### config.mk
export PLATFORM = sky130hd
export DESIGN_NAME = mime_q_header_encoder
export DESIGN_NICKNAME = d
export VERILOG_FILES = /design/src/sv/mqe_pkg.sv /design/src/sv/mqe_front.sv /design/src/sv/mqe_queue.sv /design/src/sv/mqe_back.sv /design/src/sv/mime_q_header_encoder.sv
export SDC_FILE = /design/constraint.sdc
export NUM_CORES = 1
export LEC_CHECK = 0
export BUFFER_PORTS_ARGS = -buffer_cell sky130_fd_sc_hd__buf_2
export CAP_MARGIN = 5
export CORE_MARGIN = 4
export CORE_UTILIZATION = 55
export CTS_CLUSTER_SIZE = 16
export DETAILED_ROUTE_END_ITERATION = 12
export PLACE_DENSITY = 0.75
export SLEW_MARGIN = 40
export SYNTH_ARGS = -nofsm -noshare
export SYNTH_HDL_FRONTEND = slang
export SYNTH_SLANG_ARGS = --single-unit
export TNS_END_PERCENT = 1
### constraint.sdc
create_clock -name clk_i -period 10.5 [get_ports clk_i]
set_clock_uncertainty 0.05 [all_clocks]
set_input_delay 0.525 -clock clk_i [delete_from_list [all_inputs] [get_ports clk_i]]
set_output_delay 0.525 -clock clk_i [all_outputs]
set_load 0.03 [all_outputs]
### src/sv/mqe_pkg.sv
package mqe_pkg;

  localparam int unsigned LINE_LIMIT_DEF = 76;

  localparam int unsigned QUEUE_DEPTH = 4;
  localparam int unsigned QPTR_W      = $clog2(QUEUE_DEPTH);
  localparam int unsigned QCNT_W      = $clog2(QUEUE_DEPTH + 1);

  localparam int unsigned SEG_NUM = 9;

  typedef enum logic [3:0] {
    SEG_FOLD,
    SEG_OPEN,
    SEG_WRAP_A,
    SEG_BAD_A,
    SEG_WRAP_M,
    SEG_MAIN,
    SEG_WRAP_B,
    SEG_BAD_B,
    SEG_CLOSE
  } seg_e;

  localparam logic [7:0] CH_SPACE      = 8'h20;
  localparam logic [7:0] CH_EQUAL      = 8'h3D;
  localparam logic [7:0] CH_QUESTION   = 8'h3F;
  localparam logic [7:0] CH_UNDERSCORE = 8'h5F;
  localparam logic [7:0] CH_TILDE      = 8'h7E;
  localparam logic [7:0] CH_DEL        = 8'h7F;
  localparam logic [7:0] CH_NEWLINE    = 8'h0A;
  localparam logic [7:0] CH_TAB        = 8'h09;

  typedef struct packed {
    logic [SEG_NUM-1:0] seg;
    logic               main_esc;
    logic [1:0]         main_last;
    logic [3:0][7:0]    octets;
  } job_t;

  // Characters of the line wrap; the fold and the opening are slices of it.
  function automatic logic [7:0] wrap_char(input logic [3:0] idx);
    logic [7:0] c;
    unique case (idx)
      4'd0:    c = CH_QUESTION;
      4'd1:    c = CH_EQUAL;
      4'd2:    c = CH_NEWLINE;
      4'd3:    c = CH_TAB;
      4'd4:    c = CH_EQUAL;
      4'd5:    c = CH_QUESTION;
      4'd6:    c = 8'h75;
      4'd7:    c = 8'h74;
      4'd8:    c = 8'h66;
      4'd9:    c = 8'h2D;
      4'd10:   c = 8'h38;
      4'd11:   c = CH_QUESTION;
      4'd12:   c = 8'h71;
      4'd13:   c = CH_QUESTION;
      default: c = CH_QUESTION;
    endcase
    return c;
  endfunction

  // Escaped replacement character.
  function automatic logic [7:0] bad_char(input logic [3:0] idx);
    logic [7:0] c;
    unique case (idx)
      4'd0, 4'd3, 4'd6: c = CH_EQUAL;
      4'd1:             c = 8'h45;
      4'd2, 4'd5:       c = 8'h46;
      4'd4, 4'd7:       c = 8'h42;
      4'd8:             c = 8'h44;
      default:          c = CH_EQUAL;
    endcase
    return c;
  endfunction

  function automatic logic [7:0] hex_char(input logic [3:0] n);
    return (n < 4'd10) ? (8'h30 + {4'd0, n}) : (8'h37 + {4'd0, n});
  endfunction

endpackage

### src/sv/mqe_front.sv
module mqe_front import mqe_pkg::*; #(
  parameter int unsigned LineLimit = LINE_LIMIT_DEF
) (
  input  logic       clk_i,
  input  logic       rst_ni,
  input  logic       cfg_we_i,
  input  logic [7:0] cfg_wdata_i,
  input  logic       in_valid_i,
  output logic       in_stall_o,
  input  logic [7:0] data_byte_i,
  input  logic       end_of_text_i,
  input  logic       full_i,
  output logic       push_o,
  output job_t       job_o
);

  localparam int unsigned RoomW = $clog2(LineLimit - 11);
  localparam int unsigned ColW  = (RoomW > 8) ? RoomW : 8;
  localparam logic [RoomW-1:0] RoomWrap  = RoomW'(LineLimit - 13);
  localparam logic [ColW-1:0]  FoldCol   = ColW'(LineLimit - 15);
  localparam logic [ColW-1:0]  FirstRoom = ColW'(LineLimit - 12);

  localparam logic [7:0] LeadE0 = 8'hE0;
  localparam logic [7:0] LeadED = 8'hED;
  localparam logic [7:0] LeadF0 = 8'hF0;
  localparam logic [7:0] LeadF4 = 8'hF4;
  localparam logic [7:0] LeadC2 = 8'hC2;

  logic [7:0]       start_col_q;
  logic             word_open_q, word_open_d;
  logic [RoomW-1:0] room_q, room_d;
  logic             bad_run_q, bad_run_d;
  logic [1:0]       pcnt_q, pcnt_d;
  logic [2:0]       elen_q, elen_d;
  logic [7:0]       pend_q [3];
  logic             pend_we;
  logic [1:0]       pend_idx;
  logic             accept;
  job_t             job;

  function automatic logic [RoomW:0] make_room(input logic [RoomW-1:0] r,
                                               input logic [3:0] need);
    logic             w;
    logic [RoomW-1:0] base;
    w    = r < RoomW'(need);
    base = w ? RoomWrap : r;
    return {w, base - RoomW'(need)};
  endfunction

  assign accept     = in_valid_i && !full_i;
  assign in_stall_o = full_i;

  always_comb begin
    logic [7:0]       b;
    logic             fold;
    logic             held;
    logic             fits;
    logic             complete;
    logic             fresh;
    logic             bad_req;
    logic             is_esc;
    logic [7:0]       lo;
    logic [7:0]       hi;
    logic [2:0]       cnt3;
    logic [3:0]       need;
    logic [1:0]       pc_in;
    logic [RoomW:0]   mr;
    b           = data_byte_i;
    room_d      = room_q;
    bad_run_d   = bad_run_q;
    pcnt_d      = pcnt_q;
    elen_d      = elen_q;
    word_open_d = word_open_q;
    pend_we     = 1'b0;
    pend_idx    = 2'd0;
    job         = '0;
    fold        = 1'b0;
    complete    = 1'b0;
    bad_req     = 1'b0;
    need        = 4'd1;
    lo          = 8'h80;
    hi          = 8'hBF;
    mr          = '0;
    is_esc      = (b == CH_EQUAL) || (b == CH_QUESTION) || (b == CH_UNDERSCORE) ||
                  (b < CH_SPACE) || (b == CH_DEL);

    if (!word_open_q) begin
      fold               = ColW'(start_col_q) >= FoldCol;
      job.seg[SEG_FOLD]  = fold;
      job.seg[SEG_OPEN]  = 1'b1;
      room_d             = fold ? RoomWrap : RoomW'(FirstRoom - ColW'(start_col_q));
      bad_run_d          = 1'b0;
      pcnt_d             = 2'd0;
    end

    pc_in = pcnt_d;
    held  = pc_in != 2'd0;
    fresh = !held;
    cnt3  = {1'b0, pc_in} + 3'd1;

    if (pc_in == 2'd1) begin
      priority if (pend_q[0] == LeadE0) lo = 8'hA0;
      else if (pend_q[0] == LeadED) hi = 8'h9F;
      else if (pend_q[0] == LeadF0) lo = 8'h90;
      else if (pend_q[0] == LeadF4) hi = 8'h8F;
      else hi = 8'hBF;
    end
    fits = (b >= lo) && (b <= hi);

    if (held) begin
      if (fits) begin
        if (cnt3 >= elen_d) begin
          complete = 1'b1;
        end else begin
          pend_we  = 1'b1;
          pend_idx = pc_in;
          pcnt_d   = pc_in + 2'd1;
        end
      end else begin
        bad_req = 1'b1;
        fresh   = 1'b1;
        pcnt_d  = 2'd0;
      end
    end else if (b >= 8'h80 && !(b >= LeadC2 && b <= LeadF4)) begin
      bad_req = 1'b1;
    end

    if (bad_req) begin
      if (!bad_run_d) begin
        mr                  = make_room(room_d, 4'd9);
        job.seg[SEG_WRAP_A] = mr[RoomW];
        job.seg[SEG_BAD_A]  = 1'b1;
        room_d              = mr[RoomW-1:0];
      end
      bad_run_d = 1'b1;
    end

    for (int i = 0; i < 3; i++) begin
      job.octets[i] = (2'(i) == pc_in) ? b : pend_q[i];
    end
    job.octets[3] = b;

    if (complete) begin
      need          = {cnt3, 1'b0} + {1'b0, cnt3};
      job.main_esc  = 1'b1;
      job.main_last = pc_in;
      pcnt_d        = 2'd0;
    end else if (fresh) begin
      job.octets[0] = (b == CH_SPACE) ? CH_UNDERSCORE : b;
      if (is_esc) begin
        need         = 4'd3;
        job.main_esc = 1'b1;
      end
    end

    if (complete || (fresh && b < 8'h80)) begin
      mr                  = make_room(room_d, need);
      job.seg[SEG_WRAP_M] = mr[RoomW];
      job.seg[SEG_MAIN]   = 1'b1;
      room_d              = mr[RoomW-1:0];
      bad_run_d           = 1'b0;
    end else if (fresh && b >= LeadC2 && b <= LeadF4) begin
      pend_we  = 1'b1;
      pend_idx = 2'd0;
      pcnt_d   = 2'd1;
      elen_d   = (b < LeadE0) ? 3'd2 : ((b < LeadF0) ? 3'd3 : 3'd4);
    end

    if (end_of_text_i) begin
      if (pcnt_d != 2'd0 && !bad_run_d) begin
        mr                  = make_room(room_d, 4'd9);
        job.seg[SEG_WRAP_B] = mr[RoomW];
        job.seg[SEG_BAD_B]  = 1'b1;
        room_d              = mr[RoomW-1:0];
      end
      pcnt_d             = 2'd0;
      job.seg[SEG_CLOSE] = 1'b1;
      word_open_d        = 1'b0;
      bad_run_d          = 1'b0;
    end else begin
      word_open_d = 1'b1;
    end
  end

  assign push_o = accept && (job.seg != '0);
  assign job_o  = job;

  always_ff @(posedge clk_i or negedge rst_ni) begin
    if (!rst_ni) begin
      start_col_q <= '0;
      word_open_q <= 1'b0;
      room_q      <= '0;
      bad_run_q   <= 1'b0;
      pcnt_q      <= '0;
      elen_q      <= '0;
    end else begin
      if (cfg_we_i) begin
        start_col_q <= cfg_wdata_i;
      end
      if (accept) begin
        word_open_q <= word_open_d;
        room_q      <= room_d;
        bad_run_q   <= bad_run_d;
        pcnt_q      <= pcnt_d;
        elen_q      <= elen_d;
      end
    end
  end

  always_ff @(posedge clk_i) begin
    if (accept && pend_we) begin
      pend_q[pend_idx] <= data_byte_i;
    end
  end

endmodule

### src/sv/mqe_queue.sv
module mqe_queue import mqe_pkg::*; (
  input  logic clk_i,
  input  logic rst_ni,
  input  logic push_i,
  input  job_t push_data_i,
  output logic full_o,
  input  logic pop_i,
  output logic valid_o,
  output job_t head_o
);

  job_t              mem_q [QUEUE_DEPTH];
  logic [QPTR_W-1:0] wr_ptr_q, rd_ptr_q;
  logic [QCNT_W-1:0] count_q;
  logic              do_push, do_pop;

  assign full_o  = count_q == QCNT_W'(QUEUE_DEPTH);
  assign valid_o = count_q != '0;
  assign head_o  = mem_q[rd_ptr_q];
  assign do_push = push_i && !full_o;
  assign do_pop  = pop_i && valid_o;

  always_ff @(posedge clk_i or negedge rst_ni) begin
    if (!rst_ni) begin
      wr_ptr_q <= '0;
      rd_ptr_q <= '0;
      count_q  <= '0;
    end else begin
      if (do_push) begin
        wr_ptr_q <= wr_ptr_q + 1'b1;
      end
      if (do_pop) begin
        rd_ptr_q <= rd_ptr_q + 1'b1;
      end
      if (do_push && !do_pop) begin
        count_q <= count_q + 1'b1;
      end else if (do_pop && !do_push) begin
        count_q <= count_q - 1'b1;
      end
    end
  end

  always_ff @(posedge clk_i) begin
    if (do_push) begin
      mem_q[wr_ptr_q] <= push_data_i;
    end
  end

endmodule

### src/sv/mqe_back.sv
module mqe_back import mqe_pkg::*; (
  input  logic       clk_i,
  input  logic       rst_ni,
  input  logic       job_valid_i,
  input  job_t       job_i,
  output logic       pop_o,
  output logic       out_valid_o,
  input  logic       out_stall_i,
  output logic [7:0] out_char_o,
  output logic       run_last_o,
  output logic       word_done_o
);

  job_t               job_q;
  logic [SEG_NUM-1:0] mask_q, mask_d;
  logic [3:0]         cnt_q, cnt_d;
  logic [1:0]         oct_q, oct_d;
  logic               out_valid_q;
  logic [7:0]         out_char_q;
  logic               run_last_q;
  logic               word_done_q;

  seg_e               cur;
  logic               adv;
  logic               emit;
  logic               seg_end;
  logic               job_end;
  logic [7:0]         ch;
  logic [7:0]         octet;
  logic               done;
  logic [SEG_NUM-1:0] rest;

  always_comb begin
    cur = SEG_CLOSE;
    for (int i = SEG_NUM - 1; i >= 0; i--) begin
      if (mask_q[i]) begin
        cur = seg_e'(4'(i));
      end
    end
  end

  assign octet = job_q.octets[oct_q];

  always_comb begin
    ch      = CH_QUESTION;
    seg_end = 1'b0;
    done    = 1'b0;
    unique case (cur)
      SEG_FOLD: begin
        ch      = wrap_char(cnt_q + 4'd2);
        seg_end = cnt_q == 4'd1;
      end
      SEG_OPEN: begin
        ch      = wrap_char(cnt_q + 4'd4);
        seg_end = cnt_q == 4'd9;
      end
      SEG_WRAP_A, SEG_WRAP_M, SEG_WRAP_B: begin
        ch      = wrap_char(cnt_q);
        seg_end = cnt_q == 4'd13;
      end
      SEG_BAD_A, SEG_BAD_B: begin
        ch      = bad_char(cnt_q);
        seg_end = cnt_q == 4'd8;
      end
      SEG_MAIN: begin
        if (!job_q.main_esc) begin
          ch      = job_q.octets[0];
          seg_end = 1'b1;
        end else begin
          unique case (cnt_q)
            4'd0:    ch = CH_EQUAL;
            4'd1:    ch = hex_char(octet[7:4]);
            default: ch = hex_char(octet[3:0]);
          endcase
          seg_end = (cnt_q == 4'd2) && (oct_q == job_q.main_last);
        end
      end
      SEG_CLOSE: begin
        ch      = wrap_char(cnt_q);
        seg_end = cnt_q == 4'd1;
        done    = cnt_q == 4'd1;
      end
      default: begin
        ch      = CH_QUESTION;
        seg_end = 1'b1;
      end
    endcase
  end

  assign rest    = mask_q & ~(SEG_NUM'(1) << cur);
  assign adv     = !out_valid_q || !out_stall_i;
  assign emit    = adv && (mask_q != '0);
  assign job_end = seg_end && (rest == '0);
  assign pop_o   = job_valid_i && ((mask_q == '0) || (emit && job_end));

  always_comb begin
    mask_d = mask_q;
    cnt_d  = cnt_q;
    oct_d  = oct_q;
    if (emit) begin
      if (seg_end) begin
        mask_d = rest;
        cnt_d  = '0;
        oct_d  = '0;
      end else if (cur == SEG_MAIN && cnt_q == 4'd2) begin
        cnt_d = '0;
        oct_d = oct_q + 2'd1;
      end else begin
        cnt_d = cnt_q + 4'd1;
      end
    end
    if (pop_o) begin
      mask_d = job_i.seg;
      cnt_d  = '0;
      oct_d  = '0;
    end
  end

  always_ff @(posedge clk_i or negedge rst_ni) begin
    if (!rst_ni) begin
      mask_q      <= '0;
      cnt_q       <= '0;
      oct_q       <= '0;
      out_valid_q <= 1'b0;
    end else begin
      mask_q <= mask_d;
      cnt_q  <= cnt_d;
      oct_q  <= oct_d;
      if (adv) begin
        out_valid_q <= emit;
      end
    end
  end

  always_ff @(posedge clk_i) begin
    if (pop_o) begin
      job_q <= job_i;
    end
    if (emit) begin
      out_char_q  <= ch;
      run_last_q  <= job_end;
      word_done_q <= done;
    end
  end

  assign out_valid_o = out_valid_q;
  assign out_char_o  = out_char_q;
  assign run_last_o  = run_last_q;
  assign word_done_o = word_done_q;

endmodule

### src/sv/mime_q_header_encoder.sv
// A taken byte that yields output becomes a job in the four-entry job queue, is loaded
// into the back end and is sent through a registered output stage. Throughput: one
// input byte per cycle while the queue has room; the output side sends one character
// per cycle while out_stall_i is low and holds each job until its characters are sent.
// Reset: rst_ni is asynchronous and active low; it empties the queue, closes any open
// word and sets the start column to zero.
module mime_q_header_encoder import mqe_pkg::*; #(
  parameter int unsigned LineLimit = LINE_LIMIT_DEF
) (
  input  logic       clk_i,
  input  logic       rst_ni,
  input  logic       cfg_we_i,
  input  logic [7:0] cfg_wdata_i,
  input  logic       in_valid_i,
  output logic       in_stall_o,
  input  logic [7:0] data_byte_i,
  input  logic       end_of_text_i,
  output logic       out_valid_o,
  input  logic       out_stall_i,
  output logic [7:0] out_char_o,
  output logic       run_last_o,
  output logic       word_done_o
);

  logic push;
  job_t push_job;
  logic full;
  logic pop;
  logic head_valid;
  job_t head_job;

  mqe_front #(
    .LineLimit(LineLimit)
  ) u_front (
    .clk_i        (clk_i),
    .rst_ni       (rst_ni),
    .cfg_we_i     (cfg_we_i),
    .cfg_wdata_i  (cfg_wdata_i),
    .in_valid_i   (in_valid_i),
    .in_stall_o   (in_stall_o),
    .data_byte_i  (data_byte_i),
    .end_of_text_i(end_of_text_i),
    .full_i       (full),
    .push_o       (push),
    .job_o        (push_job)
  );

  mqe_queue u_queue (
    .clk_i      (clk_i),
    .rst_ni     (rst_ni),
    .push_i     (push),
    .push_data_i(push_job),
    .full_o     (full),
    .pop_i      (pop),
    .valid_o    (head_valid),
    .head_o     (head_job)
  );

  mqe_back u_back (
    .clk_i      (clk_i),
    .rst_ni     (rst_ni),
    .job_valid_i(head_valid),
    .job_i      (head_job),
    .pop_o      (pop),
    .out_valid_o(out_valid_o),
    .out_stall_i(out_stall_i),
    .out_char_o (out_char_o),
    .run_last_o (run_last_o),
    .word_done_o(word_done_o)
  );

endmodule

Word level (Yosys, flattened, before mapping)
Memories as Yosys holds them, arrays and structs flattened.
Index checks and enable logic that the tools add are counted.
{ "word_totals": {"rom_bits": 560, "mem_count": 7, "latchBits": 0, "ff_bits": 90, "in_bits": 22, "out_inout_bits": 12, "mem_bits_rw": 200, "elab_cells": 256} }
{ "op_classes": {"muxes": 105, "eq_ne": 27, "shifts": 1, "div_mod_pow": 0, "n_mul": 0, "n_bitwise": 3, "n_reduce_logical": 55, "addsub": 19, "n_lt_le_gt_ge": 17} }
{ "memory_table": {"columns": ["name", "depth", "width", "rd", "rd_clocked_by_memory_dff", "write_ports", "line_no", "rtl"], "rows": [
  ["u_queue.mem_q", 4, 44, 1, 0, 1, "mqe_queue.sv:12", "job_t mem_q [QUEUE_DEPTH];"],
  ["(name not given)", 16, 7, 1, 0, 0, "mqe_pkg.sv:42", "unique case (idx)"],
  ["(name not given)", 16, 7, 1, 0, 0, "mqe_pkg.sv:42", null],
  ["(name not given)", 16, 7, 1, 0, 0, "mqe_pkg.sv:42", null],
  ["(name not given)", 16, 7, 1, 0, 0, "mqe_pkg.sv:65", "unique case (idx)"],
  ["(name not given)", 16, 7, 1, 0, 0, "mqe_pkg.sv:42", null],
  ["1 more memories", null, null, null, null, null, null, null]
]} }
{ "op_table": {"columns": ["cell", "count"], "rows": [
  ["$mux W8", 17],
  ["$mux W7", 10],
  ["$mux W4", 14],
  ["$mux W2", 24],
  ["$pmux W8 S6", 1],
  ["$eq A8 B8 Y1 const B", 4],
  ["$add A6 B4 Y7 const A", 4],
  ["$mux W9", 3],
  ["$mux W1", 26],
  ["$eq A8 B6 Y1 const B", 3],
  ["$lt A8 B8 Y1 const B", 3],
  ["$logic_and A1 B1 Y1", 20],
  ["$logic_not A9 Y1", 2],
  ["$reduce_bool A9 Y1", 2],
  ["$bmux W8 S2", 1],
  ["$eq A4 B3 Y1 const B", 4],
  ["$eq A4 B4 Y1 const B", 4],
  ["$eq A8 B7 Y1 const B", 2],
  ["$ge A8 B8 Y1 const B", 2],
  ["$pmux W8 S2", 1],
  ["$mux W3", 5],
  ["$lt A7 B4 Y1 const B", 2],
  ["$sub A7 B4 Y7 const B", 2],
  ["$eq A4 B2 Y1 const B", 3],
  ["42 further kinds", 68]
]} }

Depth between registers and ports, before layout
Gate-level depths: netlist of run 1.
An unclocked memory read counts as a cell.
{ "logic_depth": {"word_depth": 27, "mapped_depth": 42, "ltp_nobuf": 39} }

Modules after synthesis
Synthesis of run 1 repeated with hierarchy kept, for this count alone.
{ "hier_totals": {"hier_cells": 1032, "hier_area_um2": 14549.0} }
{ "by_module_without_submodules": {"columns": ["module", "instances", "area_per_inst_um2", "seq_area_each_um2", "cells_per_inst"], "rows": [
  ["mqe_queue", 1, 6830.3, 5460.2, 265],
  ["mqe_front", 1, 3990.1, 1271.2, 417],
  ["mqe_back", 1, 3728.6, 1751.7, 350]
]} }

Least setup slack after synthesis of run 1
OpenSTA, ideal clock, no wires.
{ "synth_path": {"path_type": "register -> register", "from": "reg u_front.word_open_q", "to": "reg u_front.room_q[6]", "period_less_slack_ps": 8321, "n_path_buf": 4, "arrival_ps": 8147, "path_stages_with_launch": 40, "setup_ps": 124, "t_required_ps": 10326, "slack_ps": 2179, "cell_sequence": "dfrtp_1 > clkbuf_1 > clkbuf_1 > nand2_1 > inv_1 > ha_1 > clkbuf_1 > nand4_1 > nor4_1 > nand2_1 > ha_1 > nor2b_1 > a311oi_1 > or3_1 > clkbuf_1 > nand2_1 > a221oi_1 > inv_1 > (+4 left out) > or3_4 > nand2b_1 > nand2b_1 > ha_1 > nor2b_1 > o21ai_0 > nand2b_1 > a21oi_1 > nand3_1 > a211oi_1 > a311oi_1 > nand2_1 > a31oi_1 > ha_1 > a31o_2 > and2_1 > and4b_1 > o31a_1"} }
{ "synth_between": {"elab_chain_len": 18, "elab_cells_between_ends": 53, "cone_classes": "add/sub: 6; order compare: 6; eq/ne: 1; mux: 30; reduce/logical: 10"} }
{ "synth_rtl": {"columns": ["item", "line_no", "rtl"], "rows": [
  ["start, declared", "mqe_front.sv:30", "logic word_open_q, word_open_d;"],
  ["start signal, assigned", "mqe_front.sv:201", "word_open_q <= word_open_d;"],
  ["parallel branches: the longest is 17 deep, another holds $lt A7 B4 Y1", null, null],
  ["$mux W7 (*)", "mqe_front.sv:169", "if (end_of_text_i) begin"],
  ["end signal, assigned", "mqe_front.sv:202", "room_q <= room_d;"],
  ["end, declared", "mqe_front.sv:31", "logic [RoomW-1:0] room_q, room_d;"]
]} }
Mark *: on every way between the ends.
A chain may end at the register's enable or synchronous reset.

Worst setup path in the final report of run 1
Same ends and word-level chain as after synthesis.

==> results of run 1 <==
==> per-stage QoR <==
step / worst slack [ns] / hold slack (ns) / power (mW) / cell area (um^2) / util (%)
finish: 1.356 / 0.01195 / 3.813 / 15570 / 62.02
global route: 0.6554 / 0.06090 / 4.024 / 15570 / 62.02
CTS: 1.481 / 0.01844 / 3.824 / 15570 / 61.99
detailed placement: 1.481 / 0.4202 / 2.736 / 14550 / 57.93
global placement: 1.818 / 0.4134 / 2.712 / 14520 / 57.83
floorplan: 2.179 / 0.1794 / 2.437 / 14000 / -
==> cell usage in the layout, fill, tap and decap left out, drive strengths merged, types with 10 or more instances in the layout <==
cell type	n
edfxtp	245
nand2	85
mux4	52
nor2	48
dfrtp	45
buf	44
ha	43
a21oi	42
o21ai	40
inv	38
clkbuf	38
mux2	28
nand3	21
nand2b	18
o211ai	16
nor2b	15
nor4	13
a221o	13
nor3	13
and2	13
clkinv	13
o21a	12
xnor2	10
==> kinds of logic after synthesis <==
| family | synth area share (%) |
|---|---|
| XOR/XNOR | 1.064 |
| multiplexers | 11.05 |
| AO/OA/AOI/OAI | 11.50 |
| buffers and inverters | 2.073 |
| flip-flops | 60.60 |
| adder cells (fa/ha/maj) | 4.129 |
| AND/OR/NAND/NOR | 9.590 |
==> power breakdown <==
group          switching, mW  leakage [nW]  internal (mW)
sequential             0.136          2.77           1.47
combinational          0.688          2.15          0.444
clock                  0.436         0.497          0.637
==> synth_stat cells, types with 7 or more instances <==
master / instances
xor2_1: 7
mux4_2: 52
dfrtp_1: 45
nand2_1: 85
nor2_1: 48
inv_1: 33
nor3_1: 13
mux2_2: 28
o211ai_1: 16
a21oi_1: 42
a21o_1: 8
nor2b_1: 15
xnor2_1: 10
ha_1: 43
and2_1: 13
nand4_1: 7
or3_1: 7
clkbuf_1: 29
a31oi_1: 9
nand3_1: 21
o21ai_0: 36
nand2b_1: 18
edfxtp_1: 245
o21a_1: 12
nor4_1: 13
a221o_1: 13
a211oi_1: 7
==> how the worst min path moves through the flow <==
stage / from / end / slack, ns
3_3_place_gp: u_front.elen_q[2] / u_front.elen_q[2] / 0.41
2_1_floorplan: rst_ni / u_back.cnt_q[0] / 0.18
6_report: rst_ni / u_front.room_q[4] / 0.01
4_1_cts: rst_ni / u_front.room_q[4] / 0.02
3_5_place_dp: u_front.elen_q[2] / u_front.elen_q[2] / 0.42
5_1_grt: rst_ni / u_front.room_q[6] / 0.06
==> metal layers <==
layer,GRT usage [%],up-vias
met1,31.92,4360
met4,5.434,0
li1,-,4028
met3,3.069,51
met5,0,-
met2,34.66,349
==> critical path, delay by kind of cell (launching register included) <==
kind | cells | cell delay (ns)
buf+inv | 3 | 0.58
simple gates | 17 | 3.18
fa+ha+maj | 5 | 1.53
flops | 1 | 0.81
compound gates | 13 | 2.86
==> flip-flops by register name (all words and copies together), names as in the netlist <==
name / count
u_queue.count_q: 3
u_back.run_last_o: 1
u_queue.rd_ptr_q: 2
u_back.word_done_o: 1
u_front.pend_q: 24
u_front.room_q: 7
u_front.pcnt_q: 2
u_back.cnt_q: 4
u_queue.mem_q: 176
u_back.out_valid_o: 1
u_back.mask_q: 9
u_front.bad_run_q: 1
u_queue.wr_ptr_q: 2
u_front.word_open_q: 1
u_back.job_q: 35
u_front.start_col_q: 8
u_back.out_char_o: 8
u_front.elen_q: 3
u_back.oct_q: 2
==> cell type report <==
class                      count  area share, %
timing repair buffer          44          1.615
inverter                      38         0.9160
clock inverter                18          1.213
tap                          330          2.651
multi-input combinational    638          33.77
sequential                   290          54.49
clock buffer                  38          5.343
==> flow_metrics.env, run 1 <==
export IMPL_worst_ep_required_time_ns=10.89
export IMPL_r2r_start="u_front.word_open_q"
export IMPL_drc=0
export IMPL_ant_nets=0
export IMPL_cts_resized=0
export IMPL_yosys_warnings=0
export IMPL_tightest_slew_ns=0.8442
export IMPL_routed_wl_mm=30.48
export IMPL_dr_first_iter_drc_count=774
export IMPL_synth_edff_count=245
export IMPL_dieWidth_um=167.5
export IMPL_top_layer="met4"
export IMPL_cts_sinks=290
export IMPL_min_period_ns=9.144
export IMPL_cts_setup_buffers=0
export IMPL_slowest_stage="dfrtp_1"
export IMPL_tns_ns=0
export IMPL_power_leakage_nw=5.421
export IMPL_cts_tree="yes"
export IMPL_grt_first_pass_wirelength_mm=48.56
export IMPL_ys_ff_latch=290
export IMPL_final_layout_size_suffix_gt1_share_pct=18.67
export IMPL_grt_overflow=0
export IMPL_ctsHoldBuffers=0
export IMPL_start_kind="flop"
export IMPL_ys_types=77
export IMPL_crit_top_cell="ha_1"
export IMPL_hold_class="input port to asynchronous set/reset pin"
export IMPL_routedWlPerCell_um=21.83
export IMPL_post_place_cells=1340
export IMPL_dp_hpwl_mm=19.47
export IMPL_r2r_setup_slack_ns=1.36
export IMPL_ir_drop_v=0.0001479
export IMPL_finalHoldViolCount=0
export IMPL_routed_via_density=6.295
export IMPL_ys_seq_area_share_pct=60.60
export IMPL_crit_end="u_front.room_q[6]"
export IMPL_crit_start="u_front.word_open_q"
export IMPL_start_util_pct=55.76
export IMPL_clockBufferDepth=3
export IMPL_io_pins=34
export IMPL_synthCells=1003
export IMPL_synth_async_sr_flop_share_pct=15.52
export IMPL_synth_top_area_share_pct=52.55
export IMPL_status="finished clean"
export IMPL_placement_io_buffers=33
export IMPL_p_per_area_nw_per_um2=244.9
export IMPL_area_delta_synth_final_pct=11.23
export IMPL_wl_met2_mm=14.73
export IMPL_wl_met3_mm=1.906
export IMPL_yosys_area_top_type="edfxtp_1"
export IMPL_fp_coreArea_um2=25110
export IMPL_nNetsFinal=1109
export IMPL_wl_met1_mm=13.23
export IMPL_fmax_mhz=109.4
export IMPL_rows=58
export IMPL_synth_ff_type="edfxtp_1"
export IMPL_clock_latency_ns=0.56
export IMPL_fin_cells=1396
export IMPL_antenna_found_initial=0
export IMPL_ys_top_cells_by_area="edfxtp_1, mux4_2, dfrtp_1"
export IMPL_syn_cell_area_um2=14000
export IMPL_r2r_cells=38
export IMPL_root_buffer="clkbuf_16"
export IMPL_grt_usage_pct=21.67
export IMPL_fill_cells=1862
export IMPL_rsz0062_at_grt="no"
export IMPL_vias=8788
export IMPL_crit_path_max_fanout=22
export IMPL_cpPeakStageDelay_ns=0.81
export IMPL_multi_input_area_um2=5259
export IMPL_setup_violations=0
export IMPL_slew_violations=0
export IMPL_antenna_cells=0
export IMPL_avgSynthCellArea_um2=13.96
export IMPL_htreeDepth=1
export IMPL_fp_dieH_um=167.5
export IMPL_drv_cap=0
export IMPL_crit_path_end_kind="flop"
export IMPL_regArea_um2=8486
export IMPL_place_congestion=0.9437
export IMPL_die_area_um2=28070
export IMPL_critPathArrivalTime_ns=9.54
export IMPL_slew_headroom_pct=43.53
export IMPL_grt_pass1_vias=8610
export IMPL_worstReg2RegEnd="u_front.room_q[6]"
export IMPL_grt_max_degree=46
export IMPL_clkTransAtPathRegs_ns=0.06
export IMPL_finalCritPeriodShare_pct=87.08
export IMPL_crit_type="flop to flop"
export IMPL_cts_buffers=30
export IMPL_drt_pre_antenna_iters=6
export IMPL_syn_num_nets=1070
No activity file was read; power rests on OpenSTA's default activity.
==> run 2: changes to the inputs <==
Settings changed: CORE_MARGIN 4 to 8, GPL_TIMING_DRIVEN set to 0.
==> run 2 against run 1 <==
- final cell count grew 2.0%
- setup slack lost 0.50 ns
- die area grew 9.8%
- worst hold slack gained 0.12 ns
- routed wire length grew 2.6%
- sequential power shrank 4%
- critical endpoint unchanged
- largest cell class unchanged
==> flow_metrics.env, run 2 (same netlist as run 1, synthesis figures left out) <==
export IMPL_status="finished clean"
export IMPL_slew_violations=0
export IMPL_p_per_area_nw_per_um2=241.1
export IMPL_routedWlPerCell_um=21.96
export IMPL_cts_sinks=290
export IMPL_final_common_cell="edfxtp_1"
export IMPL_ir_drop_v=0.0001529
export IMPL_vias=8989
export IMPL_top_regs="u_queue.mem_q (176), u_back.job_q (35), u_front.pend_q (24)"
export IMPL_fp_dieH_um=175.5
export IMPL_min_period_ns=9.641
export IMPL_area_delta_synth_final_pct=12.15
export IMPL_power_leakage_nw=5.443
export IMPL_cp_buffers_inverters=5
export IMPL_hold_class="input port to flop"
export IMPL_critPathArrivalTime_ns=10.02
export IMPL_grt_overflow=0
export IMPL_clkTransAtPathRegs_ns=0.07
export IMPL_routed_wl_mm=31.27
export IMPL_grt_pass1_vias=8823
export IMPL_root_buffer="clkbuf_16"
export IMPL_grt_max_degree=46
export IMPL_crit_path_max_fanout=10
export IMPL_start_util_pct=55.76
export IMPL_drv_cap=0
export IMPL_ant_nets=0
export IMPL_placement_io_buffers=32
export IMPL_fin_util_pct=62.53
export IMPL_start_kind="flop"
export IMPL_fill_cells=1901
export IMPL_place_congestion=0.8977
export IMPL_antenna_cells=0
export IMPL_setup_violations=0
export IMPL_rows=58
export IMPL_dp_hpwl_mm=21.02
export IMPL_drt_pre_antenna_iters=5
export IMPL_dieWidth_um=175.5
export IMPL_grt_first_pass_wirelength_mm=49.61
export IMPL_finalHoldViolCount=0
export IMPL_final_layout_size_suffix_gt1_share_pct=18.01
export IMPL_drc=0
export IMPL_finalCritPeriodShare_pct=91.82
export IMPL_rsz0062_at_grt="no"
export IMPL_tns_ns=0
export IMPL_slew_headroom_pct=44.54
export IMPL_tightest_slew_ns=0.8319
export IMPL_crit_path_end_kind="flop"
export IMPL_layout_common_cells="edfxtp_1, nand2_1, mux4_2"
export IMPL_cts_tree="yes"
export IMPL_fp_coreArea_um2=25110
export IMPL_die_area_um2=30810
export IMPL_io_pins=34
export IMPL_cts_setup_buffers=0
export IMPL_cts_buffers=28
export IMPL_antenna_found_initial=0
export IMPL_post_place_cells=1371
export IMPL_crit_type="flop to flop"
export IMPL_nNetsFinal=1139
export IMPL_clock_latency_ns=0.55
export IMPL_htreeDepth=1
export IMPL_cpPeakStageDelay_ns=0.49
export IMPL_worst_ep_required_time_ns=10.88
export IMPL_grt_usage_pct=20.34
export IMPL_slowest_stage="a311oi_1"
export IMPL_clockBufferDepth=3
export IMPL_largest_register="u_queue.mem_q"
export IMPL_fin_cells=1424
export IMPL_crit_family="simple AND/OR/NAND/NOR gates"
export IMPL_dr_first_iter_drc_count=1105
export IMPL_crit_top_cell="ha_1"
export IMPL_routed_via_density=6.313
export IMPL_fmax_mhz=103.7
export IMPL_largest_register_ffs=176
export IMPL_total_power_mw=3.786
## run 2: per-stage QoR
stage,cell area [um^2],worst slack (ns),hold slack [ns]
final,15700,0.8587,0.1338
after global routing,15700,0.03214,0.1446
after detailed placement,14740,0.4092,0.4158
after global placement,14570,0.6721,0.4114
after CTS,15690,0.3762,0.1166
after floorplan,14000,2.179,0.1794
## run 2: path summary, 6_finish.rpt
path                                      from                      to  slack, ns  depth (start not counted)
max in group asynchronous               rst_ni         u_back.oct_q[0]       9.47                          2
hold reg to reg             u_queue.count_q[2]      u_queue.count_q[2]       0.43                          1
setup reg to reg           u_front.word_open_q       u_front.room_q[6]       0.86                         39
hold / removal                  cfg_wdata_i[0]  u_front.start_col_q[0]       0.13                          3
min in group asynchronous               rst_ni       u_front.room_q[5]       0.48                          2
setup / recovery           u_front.word_open_q       u_front.room_q[6]       0.86                         39
## run 2: what timing repair did
item                                   in CTS  in global routing
hold buffers                                1                  0
resized for setup                           0                  5
endpoints found under the hold margin      45                  0
setup endpoints to repair                   0                  8
## run 2: layout make-up
class                      instances  area [um^2]  area share [%]
sequential                       290         8483           54.03
inverter                          38        142.6          0.9084
clock inverter                    12        156.4          0.9961
multi-input combinational        638         5276           33.60
clock buffer                      40        785.8           5.004
timing repair buffer              40        289.0           1.841
tap                              330        412.9           2.630
buffer                            36        155.1          0.9881
## run 2: tightest hold or removal path, delay by kind of cell
family,cells,cell delay [ns]
compound gates,1,0.05
buf+inv,1,0.07
simple gates,1,0.04
## run 2: power by group
group / internal (mW) / switching (mW) / leakage [nW]
clock: 0.597 / 0.420 / 0.451
sequential: 1.47 / 0.0831 / 2.78
combinational: 0.467 / 0.750 / 2.22
total: 2.53 / 1.25 / 5.44
## run 2: routing by layer
| metal | GRT usage [%] | share of wire, % |
|---|---|---|
| met1 | 28.45 | 44 |
| met2 | 33.53 | 49 |
| met3 | 2.920 | 5.9 |
| met4 | 4.380 | 1.3 |
| met5 | 0 | 0 |
